<file path="config.mk">
export PLATFORM = sky130hd
export DESIGN_NAME = saa_ctrl
export DESIGN_NICKNAME = d
export VERILOG_FILES = /design/src/hdl/saa_pkg.sv /design/src/hdl/saa_ctrl.sv
export SDC_FILE = /design/constraint.sdc
export NUM_CORES = 1
export LEC_CHECK = 0
export CAP_MARGIN = 20
export CORE_MARGIN = 3
export CORE_UTILIZATION = 30
export DETAILED_ROUTE_END_ITERATION = 12
export DONT_BUFFER_PORTS = 1
export GPL_ROUTABILITY_DRIVEN = 0
export GPL_TIMING_DRIVEN = 1
export PLACE_DENSITY = 0.5
export SLEW_MARGIN = 30
export SYNTH_ARGS = -nofsm -noshare
export SYNTH_HDL_FRONTEND = slang
export SYNTH_SLANG_ARGS = --single-unit
</file>
<file path="constraint.sdc">
create_clock -name clk -period 1.6 [get_ports clk]
set_input_delay 0.24 -clock clk [delete_from_list [all_inputs] [get_ports clk]]
set_output_delay 0.24 -clock clk [all_outputs]
set_load 0.03 [all_outputs]
</file>
<file path="src/hdl/saa_pkg.sv">
// ----------------------------------------------------------------------------
// saa_pkg
// Shared types and constants of the skyline atlas allocator: request codes,
// field widths, controller states and the command and status groups.
// ----------------------------------------------------------------------------
`default_nettype none

package saa_pkg;

	// request codes
	localparam logic REQ_ALLOC = 1'b0;
	localparam logic REQ_CLEAR = 1'b1;

	// fixed field widths
	localparam int RECT_W   = 11;
	localparam int CORNER_W = 10;

	// controller states
	typedef enum logic [3:0] {
		ST_WIPE,
		ST_IDLE,
		ST_DISPATCH,
		ST_CLEAR,
		ST_PRE,
		ST_SUF,
		ST_SUF_END,
		ST_DECIDE,
		ST_UPD,
		ST_DONE
	} saa_state_t;

	// commands from controller to datapath
	typedef struct packed {
		logic load;      // capture request fields, reset scan state
		logic cnt_zero;  // column counter to zero
		logic cnt_top;   // column counter to last column
		logic cnt_inc;
		logic cnt_dec;
		logic clear_wr;  // write zero height at counter
		logic pre_rd;    // prefix pass read at counter
		logic suf_rd;    // suffix pass read at counter
		logic upd_wr;    // raise column at pick + counter
		logic out_load;  // load result register
	} saa_cmd_t;

	// status from datapath to controller
	typedef struct packed {
		logic is_clear;
		logic bad;          // zero size or width not below atlas size
		logic fit;          // a start was found and the rectangle fits
		logic cnt_at_top;
		logic cnt_at_zero;
		logic cnt_at_wlast; // counter equals width minus one
	} saa_sts_t;

endpackage

`default_nettype wire

</file>
<file path="src/hdl/saa_ctrl.sv">
// ----------------------------------------------------------------------------
// saa_ctrl
// Controller of the skyline atlas allocator. Sequences the wipe after reset,
// the clear sweep, the prefix and suffix scans, the column update and the
// hand-over of the result to the output register.
// ----------------------------------------------------------------------------
`default_nettype none

module saa_ctrl
	import saa_pkg::*;
(
	input  wire logic     clk,
	input  wire logic     arst_n,
	input  wire logic     in_valid,
	output logic          in_stall,
	output logic          out_valid,
	input  wire logic     out_stall,
	output saa_cmd_t      cmd,
	input  wire saa_sts_t sts
);

	saa_state_t state_q;
	saa_state_t state_d;
	logic       out_valid_q;

	// state register
	always_ff @(posedge clk or negedge arst_n) begin
		if (!arst_n) begin
			state_q <= ST_WIPE;
		end else begin
			state_q <= state_d;
		end
	end

	// output valid flag
	always_ff @(posedge clk or negedge arst_n) begin
		if (!arst_n) begin
			out_valid_q <= 1'b0;
		end else if (cmd.out_load) begin
			out_valid_q <= 1'b1;
		end else if (!out_stall) begin
			out_valid_q <= 1'b0;
		end
	end

	// next state
	always_comb begin
		state_d = state_q;
		case (state_q)
			ST_WIPE: begin
				if (sts.cnt_at_top) state_d = ST_IDLE;
			end
			ST_IDLE: begin
				if (in_valid) state_d = ST_DISPATCH;
			end
			ST_DISPATCH: begin
				if (sts.is_clear) begin
					state_d = ST_CLEAR;
				end else if (sts.bad) begin
					state_d = ST_DONE;
				end else begin
					state_d = ST_PRE;
				end
			end
			ST_CLEAR: begin
				if (sts.cnt_at_top) state_d = ST_DONE;
			end
			ST_PRE: begin
				if (sts.cnt_at_top) state_d = ST_SUF;
			end
			ST_SUF: begin
				if (sts.cnt_at_zero) state_d = ST_SUF_END;
			end
			ST_SUF_END: begin
				state_d = ST_DECIDE;
			end
			ST_DECIDE: begin
				state_d = sts.fit ? ST_UPD : ST_DONE;
			end
			ST_UPD: begin
				if (sts.cnt_at_wlast) state_d = ST_DONE;
			end
			ST_DONE: begin
				if (!out_valid_q || !out_stall) state_d = ST_IDLE;
			end
			default: begin
				state_d = ST_IDLE;
			end
		endcase
	end

	// command outputs
	always_comb begin
		cmd = '0;
		case (state_q)
			ST_WIPE, ST_CLEAR: begin
				cmd.clear_wr = 1'b1;
				cmd.cnt_zero = sts.cnt_at_top;
				cmd.cnt_inc  = !sts.cnt_at_top;
			end
			ST_IDLE: begin
				cmd.load     = in_valid;
				cmd.cnt_zero = in_valid;
			end
			ST_PRE: begin
				cmd.pre_rd  = 1'b1;
				cmd.cnt_inc = !sts.cnt_at_top;
			end
			ST_SUF: begin
				cmd.suf_rd  = 1'b1;
				cmd.cnt_dec = !sts.cnt_at_zero;
			end
			ST_DECIDE: begin
				cmd.cnt_zero = 1'b1;
			end
			ST_UPD: begin
				cmd.upd_wr  = 1'b1;
				cmd.cnt_inc = 1'b1;
			end
			ST_DONE: begin
				cmd.out_load = !out_valid_q || !out_stall;
			end
			default: begin
				cmd = '0;
			end
		endcase
	end

	assign in_stall  = (state_q != ST_IDLE);
	assign out_valid = out_valid_q;

endmodule

`default_nettype wire

</file>
==> flow_summary.toml, run 1 <==
[global_route]
grt_overflow_total = 0
grt_util_all_layers_pct = 15.63
grt_pass1_vias = 532
grt_pass1_wl_um = 2263
antenna_found_initial = 0
grt_max_degree = 9

[final_layout]
nNetsFinal = 101
design_area_um2 = 798.3
multi_input_area_um2 = 359.1
antennaDiodeCount = 0
layout-drive-gt1-share_pct = 54.44
fill_cells = 137
synthToLayoutAreaGrowth_pct = 64.01
register_area_um2 = 128.9

[setup_path]
critPathTopFamily = "flip-flops"
worst_ep_arrival_time_ps = 1830
crit_fanout = 4
reg2reg_slack_ps = -100
crit_type = "flip-flop to flip-flop"
cp_common_cell = "buf_4"
worstPathRequired_ps = 1720
cp_num_cells = 6
startpoint_type = "flip-flop"
reg2reg_from = "state_q[0]$_DFFE_PN0P_"
slowest_delay_ps = 420
critPathSlowestCell = "dfrtp_2"
r2r_cells = 6
end_kind = "flip-flop"
r2r-end = "state_q[0]$_DFFE_PN0P_"
crit_chain = "or2_4 > a211o_1 > buf_4 > buf_4 > nand3_4 > mux2_4"
cp_num_buf_inv = 2

[synth]
synthesis.nets = 72
synth_area_per_cell_um2 = 7.850
synthMuxAreaShare_pct = 3.085
synthFlopType = "dfrtp_1"
synth_top_area_share_pct = 25.71
synth_area_leaders = "dfrtp_1, nor2_1, nand2_1, nand4bb_1, nor3b_1"
synthAdderAreaFrac_pct = 0
yosysSeqAreaShare_pct = 25.71
synth_top_family_by_area = "simple AND/OR/NAND/NOR gates"
synth_commonest_cells = "nor2_1, nand2_1, dfrtp_1"
netlist_instances = 62
synth_area_um2 = 486.7
synth_compound_area_share_pct = 24.94
synth_cell_types = 32
ys_ff_latch = 5
synth_enable_flop_cells = 0
synth.most_common_cell = "nor2_1"
synth_xor_area_share_pct = 0
yosys_warnings = 0
ys_async_sr_fraction_pct = 100.0
netlist.top_cell.by_area = "dfrtp_1"
yosys.area_share.simple_pct = 36.25

[sta]
setup_slack_ps = -102.4
fin_crit_ps = 1702
finClkSkew_ps = 0.04707
rsz0062_at_grt = "true"
maxSlewViolCount = 0
post-route-period-util_pct = 106.4
finalSetupViolCount = 6
hold_violations = 0
fmax_mhz = 587.4

[cts]
cts_buffers = 3
htreeDepth = 1
clk_pin_slew_ps = 40
cts_tree = "built"
clockBufferDepth = 2
cts.sinks = 5
cts_root_buf = "clkbuf_4"
clock_latency_ps = 240

[worst_hold_path]
hold_path_end = "out_valid$_DFFE_PN0P_"
holdPathStages = 2
min_path_type = "input pin to flip-flop"
min-delay-start = "out_stall"

[placed_design]
io_buffer_count = 0
postPlaceCellArea_um2 = 618.1
hpwl_um = 984.5

[detailed_routing]
viasPerCell = 5.362
dr.pass1.iters = 4
ant_nets = 0
via_count = 563
wl_per_cell_um = 14.47
first_iter_violations = 15
drc = 0
wl_um = 1519

[pwr]
p_leak_nw = 0.3647
design_power_total_mw = 1.890
ir_worst_vdd_mv = 0.8715
powerDensity_mw_per_mm2 = 2367

[floorplan]
die_w_um = 46.28
boundaryPins = 22
fp.dieArea_mm2 = 0.002142
fp.coreArea_mm2 = 0.001415
rows = 13
fp.dieH_um = 46.28
initial_utilization_pct = 34.39

[run]
cap_violations = 0

[outcome]
violations = "negative setup slack"
status = "finished, violations left"
-- how the worst max path moves through the flow --
stage,start,to,slack [ps]
2_1_floorplan,state_q[0]$_DFFE_PN0P_,cmd[6],-2
3_3_place_gp,state_q[3]$_DFFE_PN0P_,state_q[3]$_DFFE_PN0P_,50
3_5_place_dp,state_q[0]$_DFFE_PN0P_,state_q[0]$_DFFE_PN0P_,70
4_1_cts,state_q[1]$_DFFE_PN0P_,cmd[6],-110
5_1_grt,state_q[0]$_DFFE_PN0P_,cmd[6],-160
6_report,state_q[0]$_DFFE_PN0P_,state_q[0]$_DFFE_PN0P_,-100
-- sequential cells by signal (all words and copies together), names as in the netlist --
signal	cells
state_q	4
out_valid	1
-- stage by stage --
step	utilization, %	std cells	TNS [ps]	worst slack (ps)	hold slack, ps
CTS	51.72	103	-223.1	-109.1	170.1
global placement	43.68	90	0	47.75	-55.46
global route	56.41	105	-920.8	-162.3	187.6
floorplan	-	62	-1.870	-1.870	-55.59
detailed placement	43.68	90	0	67.47	-55.46
finish	56.41	105	-396.3	-102.4	173.2
-- metal layers --
| metal | up-vias | GRT usage [%] | part of all wire, % |
|---|---|---|---|
| li1 | 271 | - | - |
| met5 | - | 0 | 0 |
| met3 | 9 | 2.344 | 4.6 |
| met1 | 260 | 17.72 | 39 |
| met4 | 0 | 11.93 | 5.7 |
| met2 | 23 | 25.82 | 51 |
-- worst reg2reg max path: stages (launching register included) --
cell,delay [ps]
dfrtp_2,420
or2_4,250
a211o_1,270
buf_4,140
buf_4,130
nand3_4,70
mux2_4,300
-- placed cells by master (no fill, tap or decap), types with 2 or more instances in the layout --
master / synthesis / layout
inv_1: 2 / 2
nand2b_1: 3 / 2
clkbuf_4: 0 / 3
nor2_2: 0 / 2
dfrtp_2: 0 / 3
nor2_1: 8 / 5
a21oi_1: 4 / 3
nor3b_1: 3 / 2
nor3b_2: 1 / 2
o21ai_0: 3 / 2
nand4bb_1: 2 / 2
dfrtp_1: 5 / 2
buf_6: 1 / 8
nand2_1: 6 / 6
buf_4: 1 / 21
-- kinds of logic (layout without fill, tap and decap cells) --
| kind of cell | after synthesis | after routing |
|---|---|---|
| mux | 1 | 1 |
| flops | 5 | 5 |
| simple gates | 30 | 30 |
| compound gates | 17 | 17 |
| buf+inv | 8 | 36 |
| other cells | 1 | 1 |
-- final cells by class --
type | instances | area share (%)
Inverter | 2 | 0.9404
Multi-Input combinational cell | 49 | 44.98
Timing Repair Buffer | 30 | 32.29
Sequential cell | 5 | 16.14
Clock buffer | 4 | 3.292
Tap cell | 15 | 2.351
-- where the power goes --
| part | switching (mW) | leakage, nW | internal, mW |
|---|---|---|---|
| Combinational | 0.738 | 0.290 | 0.740 |
| Sequential | 0.0726 | 0.0594 | 0.192 |
| Clock | 0.0523 | 0.0150 | 0.0943 |
| Total | 0.863 | 0.365 | 1.03 |
-- what timing repair did --
item	4_1_cts	5_1_grt
hold endpoints to repair	5	0
hold buffers	1	0
gates cloned	0	0
gates resized for setup	6	15
setup endpoints to repair	7	8
pin swaps	3	3
buffers inserted	8	2
Power figures use the tool's default switching activity.
==> run 2, diff against run 1 <==
--- a/config.mk
+++ b/config.mk
@@ -6,13 +6,15 @@
 export NUM_CORES = 1
 export LEC_CHECK = 0
 export CAP_MARGIN = 20
+export CELL_PAD_IN_SITES_DETAIL_PLACEMENT = 0
+export CELL_PAD_IN_SITES_GLOBAL_PLACEMENT = 1
 export CORE_MARGIN = 3
 export CORE_UTILIZATION = 30
 export DETAILED_ROUTE_END_ITERATION = 12
 export DONT_BUFFER_PORTS = 1
 export GPL_ROUTABILITY_DRIVEN = 0
 export GPL_TIMING_DRIVEN = 1
-export PLACE_DENSITY = 0.5
+export PLACE_DENSITY = 0.65
 export SLEW_MARGIN = 30
 export SYNTH_ARGS = -nofsm -noshare
 export SYNTH_HDL_FRONTEND = slang
==> run 2 against run 1 <==
The run still ends with negative setup slack left. Setup slack worse by 11 ps. Design area fell by 1.1%. Cell count is 4.8% lower. Clock power about the same. Clock skew grew 2.6 ps. Global-route usage down 1.3 points. Sequential share of layout area is essentially flat. First-iteration DRC count fell by 53%. Combinational power is 3% lower. Hold slack gained 7.2 ps.
==> flow_summary.toml, run 2 (same netlist as run 1, synthesis figures left out) <==
[floorplan]
fp.dieH_um = 46.28
boundaryPins = 22
rows = 13
die_w_um = 46.28
fp.dieArea_mm2 = 0.002142
fp.coreArea_mm2 = 0.001415
initial_utilization_pct = 34.39

[detailed_routing]
drc = 0
wl_um = 1372
ant_nets = 0
first_iter_violations = 7
dr.pass1.iters = 4
via_count = 530
viasPerCell = 5.300
wl_per_cell_um = 13.72

[final_layout]
nNetsFinal = 96
antennaDiodeCount = 0
post-route-util_pct = 55.79
regMostFlops = "state_q"
layout-drive-gt1-share_pct = 55.29
final_common_cell = "buf_4"
largest_register_ff_count = 4
layout_common_cells = "buf_4, buf_6, nor2_1, nand2_1, nor3b_2"
synthToLayoutAreaGrowth_pct = 62.21

[outcome]
violations = "negative setup slack"
status = "finished, violations left"

[cts]
cts.sinks = 5
cts_tree = "built"
htreeDepth = 1
clockBufferDepth = 2
cts_buffers = 3
clk_pin_slew_ps = 40
cts_root_buf = "clkbuf_4"
clock_latency_ps = 240

[pwr]
comb_power_share_pct = 78.1
ir_worst_vdd_mv = 0.7777
p_switching_uw = 852.6
powerDensity_mw_per_mm2 = 2327
p_int_uw = 984.6
p_leak_nw = 0.3475
swShare_pct = 46.41
p_clk_share_pct = 8.0
p_seq_share_pct = 13.9

[sta]
finClkSkew_ps = 2.674
fin_crit_ps = 1713
maxSlewViolCount = 0
rsz0062_at_grt = "true"
holdWs_ps = 180.4
fmax_mhz = 583.7
setup_slack_ps = -113.1
post-route-period-util_pct = 107.1
hold_violations = 0
finalSetupViolCount = 4

[setup_path]
end_kind = "output port"
crit_type = "flip-flop to output port"
worst_ep_arrival_time_ps = 1470
crit_fanout = 5
reg2reg_from = "state_q[1]$_DFFE_PN0P_"
startpoint_type = "flip-flop"
worstPathRequired_ps = 1360
reg2reg_slack_ps = -40
r2r-end = "state_q[0]$_DFFE_PN0P_"
r2r_cells = 5

[run]
cap_violations = 0

[placed_design]
hpwl_um = 954.7
io_buffer_count = 0

[worst_hold_path]
holdPathStages = 2
hold_path_end = "out_valid$_DFFE_PN0P_"
min_path_type = "input pin to flip-flop"
min-delay-start = "out_stall"

[global_route]
grt_pass1_vias = 504
antenna_found_initial = 0
grt_util_all_layers_pct = 14.38
grt_pass1_wl_um = 2097
grt_max_degree = 9
grt_overflow_total = 0
[run 2: cell count changes in the layout (fill, tap and decap cells not counted), moves of 2 or more]
cell,before,now
o21ai_0,2,0
buf_4,21,17
nor3b_2,2,4
nor3b_1,2,0
[run 2: worst max path at each step]
stage | slack [ps] | start | endpoint
2_1_floorplan | -2 | state_q[0]$_DFFE_PN0P_ | cmd[6]
3_3_place_gp | 100 | state_q[1]$_DFFE_PN0P_ | state_q[0]$_DFFE_PN0P_
3_5_place_dp | 90 | state_q[2]$_DFFE_PN0P_ | state_q[0]$_DFFE_PN0P_
4_1_cts | -130 | state_q[1]$_DFFE_PN0P_ | cmd[6]
5_1_grt | -150 | state_q[1]$_DFFE_PN0P_ | cmd[6]
6_report | -110 | state_q[1]$_DFFE_PN0P_ | cmd[6]
[run 2: worst max-delay path, stage by stage (launching register included)]
cell,delay [ps]
dfrtp_1,420
or2_4,270
a211o_1,300
o21ai_2,90
buf_6,150
[run 2: routing by layer]
| metal | share of wire, % | wire, um | vias up | GRT usage (%) |
|---|---|---|---|---|
| met5 | 0 | 0 | - | 0 |
| met4 | 5.1 | 70 | 0 | 15.34 |
| met3 | 5.1 | 70 | 7 | 2.344 |
| met2 | 44 | 597 | 20 | 20.33 |
| met1 | 46 | 634 | 240 | 17.29 |
| li1 | - | - | 263 | - |
[run 2: metrics by stage]
step | TNS, ps | setup slack [ps] | instance area [um^2] | total power [mW] | std cells
after floorplan | -1.870 | -1.870 | 494.2 | 1.025 | 62
after global placement | 0 | 97.49 | 603.1 | 1.336 | 88
after detailed placement | 0 | 92.49 | 603.1 | 1.338 | 88
after CTS | -241.2 | -132.9 | 700.7 | 1.641 | 99
after global routing | -520.8 | -148.0 | 789.5 | 1.960 | 100
final | -232.3 | -113.1 | 789.5 | 1.837 | 100
[run 2: repair_timing]
action | in CTS | in global routing
setup buffers | 6 | 1
resized for setup | 7 | 18
pin swaps | 4 | 4
hold buffers | 1 | 0
endpoints found under the hold margin | 5 | 0
setup endpoints to repair | 5 | 10
[run 2: cell type report]
type / count / area [um^2]
clock buffers: 4 / 26.28
fillers: 130 / 625.6
inverters: 2 / 7.507
multi-input cells: 49 / 392.9
flip-flops and latches: 5 / 127.6
well taps: 15 / 18.77
repair buffers: 25 / 216.5
[run 2: power groups by stage]
stage	clock, mW	sequential [mW]	combinational, mW
3_3_place_gp	0	0.247	1.09
4_1_cts	0.155	0.241	1.24
5_1_grt	0.166	0.264	1.53
3_5_place_dp	0	0.247	1.09
2_1_floorplan	0	0.255	0.770
6_report	0.146	0.256	1.43
==> run 3, diff against run 2 <==
--- a/config.mk
+++ b/config.mk
@@ -10,6 +10,7 @@
 export CELL_PAD_IN_SITES_GLOBAL_PLACEMENT = 1
 export CORE_MARGIN = 3
 export CORE_UTILIZATION = 30
+export CTS_CLUSTER_DIAMETER = 30
 export DETAILED_ROUTE_END_ITERATION = 12
 export DONT_BUFFER_PORTS = 1
 export GPL_ROUTABILITY_DRIVEN = 0
==> constraint.sdc (replaced) <==
create_clock -name clk -period 1.57 [get_ports clk]
set_input_delay 0.2355 -clock clk [delete_from_list [all_inputs] [get_ports clk]]
set_output_delay 0.2355 -clock clk [all_outputs]
set_load 0.03 [all_outputs]
==> run 3 against run 2 <==
The flow still finishes with violations (negative setup slack). Flip-flop and latch count unchanged. Sequential power down 2%. Wire length is 12% lower. Non-clock buffer count is 3 lower. Critical endpoint unchanged. Highest routed layer is now met3.
==> flow_summary.toml, run 3 (same netlist as run 1, synthesis figures left out) <==
[sta]
fmax_mhz = 582.9
maxSlewViolCount = 0
post-route-period-util_pct = 109.3
finalSetupViolCount = 5
finClkSkew_ps = 4.754
setup_slack_ps = -145.5
hold_violations = 0
rsz0062_at_grt = "true"
fin_crit_ps = 1716

[final_layout]
layout-drive-gt1-share_pct = 45.12
design_area_um2 = 703.2
nNetsFinal = 93
fill_cells = 141
final_common_cell = "buf_4"
antennaDiodeCount = 0
largest_register_ff_count = 4
layout_common_cells = "buf_4, nor2_1, nand2_1"
synthToLayoutAreaGrowth_pct = 44.47
regMostFlops = "state_q"

[global_route]
grt_pass1_vias = 447
grt_max_degree = 12
antenna_found_initial = 0
grt_pass1_wl_um = 1821
grt_util_all_layers_pct = 11.56
grt_overflow_total = 0

[pwr]
p_int_uw = 875.1
ir_worst_vdd_mv = 0.9978
swShare_pct = 47.19
comb_power_share_pct = 76.1
powerDensity_mw_per_mm2 = 2356
p_switching_uw = 781.9
design_power_total_mw = 1.657
p_seq_share_pct = 15.1
p_clk_share_pct = 8.8
p_leak_nw = 0.3113

[floorplan]
rows = 13
fp.dieH_um = 46.28
die_w_um = 46.28
fp.dieArea_mm2 = 0.002142
boundaryPins = 22
fp.coreArea_mm2 = 0.001415
initial_utilization_pct = 34.39

[cts]
clk_pin_slew_ps = 40
cts.sinks = 5
clock_latency_ps = 240
cts_root_buf = "clkbuf_4"
htreeDepth = 1
cts_buffers = 3
cts_tree = "built"
clockBufferDepth = 2

[setup_path]
worst_ep_arrival_time_ps = 1480
worstPathRequired_ps = 1330
startpoint_type = "flip-flop"
slowest_delay_ps = 400
crit_path_start = "state_q[0]$_DFFE_PN0P_"
reg2reg_slack_ps = 60
r2r_cells = 5
critPathTopFamily = "flip-flops"
crit_type = "flip-flop to output port"
reg2reg_from = "state_q[0]$_DFFE_PN0P_"
r2r-end = "state_q[0]$_DFFE_PN0P_"
critPathSlowestCell = "dfrtp_1"
crit_fanout = 5
end_kind = "output port"
cp_num_buf_inv = 1
crit_chain = "or2_4 > a211o_1 > o21ai_1 > buf_4"

[detailed_routing]
wl_per_cell_um = 12.42
via_count = 504
viasPerCell = 5.196
ant_nets = 0
dr.pass1.iters = 4
drc = 0
first_iter_violations = 9
wl_um = 1205

[placed_design]
postPlaceCellArea_um2 = 610.6
io_buffer_count = 0
hpwl_um = 940.6

[worst_hold_path]
min_path_type = "input pin to flip-flop"
min-delay-start = "out_stall"
holdPathStages = 2
hold_path_end = "out_valid$_DFFE_PN0P_"

[outcome]
violations = "negative setup slack"
status = "finished, violations left"

[run]
cap_violations = 0
==> run 3: cell types whose count changed in the layout (fill, tap and decap cells not counted), sizes merged <==
| cell | previous run | this run |
|---|---|---|
| buf | 24 | 21 |
| inv | 2 | 1 |
| clkinvlp | 0 | 1 |
==> run 3: worst max-delay path by stage <==
stage                                  end  cells past startpoint
floorplan                           cmd[6]                      4
global placement    state_q[0]$_DFFE_PN0P_                      4
detailed placement  state_q[0]$_DFFE_PN0P_                      4
CTS                                 cmd[6]                      4
global route                        cmd[6]                      4
finish                              cmd[6]                      4
==> run 3: power groups by stage <==
stage	registers (mW)	logic [mW]	clock network (mW)
floorplan	0.260	0.784	0
global placement	0.254	1.11	0
detailed placement	0.255	1.11	0
CTS	0.250	1.18	0.153
global route	0.260	1.35	0.164
finish	0.251	1.26	0.145
==> run 3: per-stage QoR <==
| stage | cells | setup TNS, ps | hold slack [ps] | utilization (%) | setup slack [ps] |
|---|---|---|---|---|---|
| 2_1_floorplan | 62 | -27.37 | -60.09 | - | -27.37 |
| 3_3_place_gp | 89 | 0 | -59.95 | 43.15 | 92.18 |
| 3_5_place_dp | 89 | 0 | -59.96 | 43.15 | 58.49 |
| 4_1_cts | 96 | -389.3 | 162.2 | 47.39 | -148.6 |
| 5_1_grt | 97 | -802.0 | 190.3 | 49.69 | -196.1 |
| 6_report | 97 | -387.3 | 167.6 | 49.69 | -145.5 |
==> run 3: worst register-to-register path: stages, from the launching register on <==
cell and delay [ps]:
dfrtp_1 380, buf_4 190, nand4bb_1 140, o22a_1 260, nand3_2 120, mux2_4 300
==> run 3: timing repair <==
| item | CTS | global route |
|---|---|---|
| pin swaps | 0 | 2 |
| resized for setup | 5 | 6 |
| endpoints found under the hold margin | 5 | 0 |
| setup buffers | 2 | 1 |
| hold buffers | 1 | 0 |
| gates cloned | 0 | 0 |
| endpoints found under the setup margin | 7 | 10 |
==> run 3: layout make-up <==
| class | count | area [um^2] | share of cell area [%] |
|---|---|---|---|
| timing repair buffer | 22 | 175.2 | 24.91 |
| tap | 15 | 18.77 | 2.669 |
| clock buffer | 4 | 26.28 | 3.737 |
| inverter | 2 | 11.26 | 1.601 |
| sequential | 5 | 126.4 | 17.97 |
| multi-input combinational | 49 | 345.3 | 49.11 |
==> run 3: per-layer routing <==
metal	wire length, um	track usage, %	part of all wire (%)	up-vias
met3	77	5.469	6.4	0
met2	562	18.41	47	15
met1	564	14.35	47	231
met5	0	0	0	-
li1	-	-	-	258
met4	0	1.705	0	0
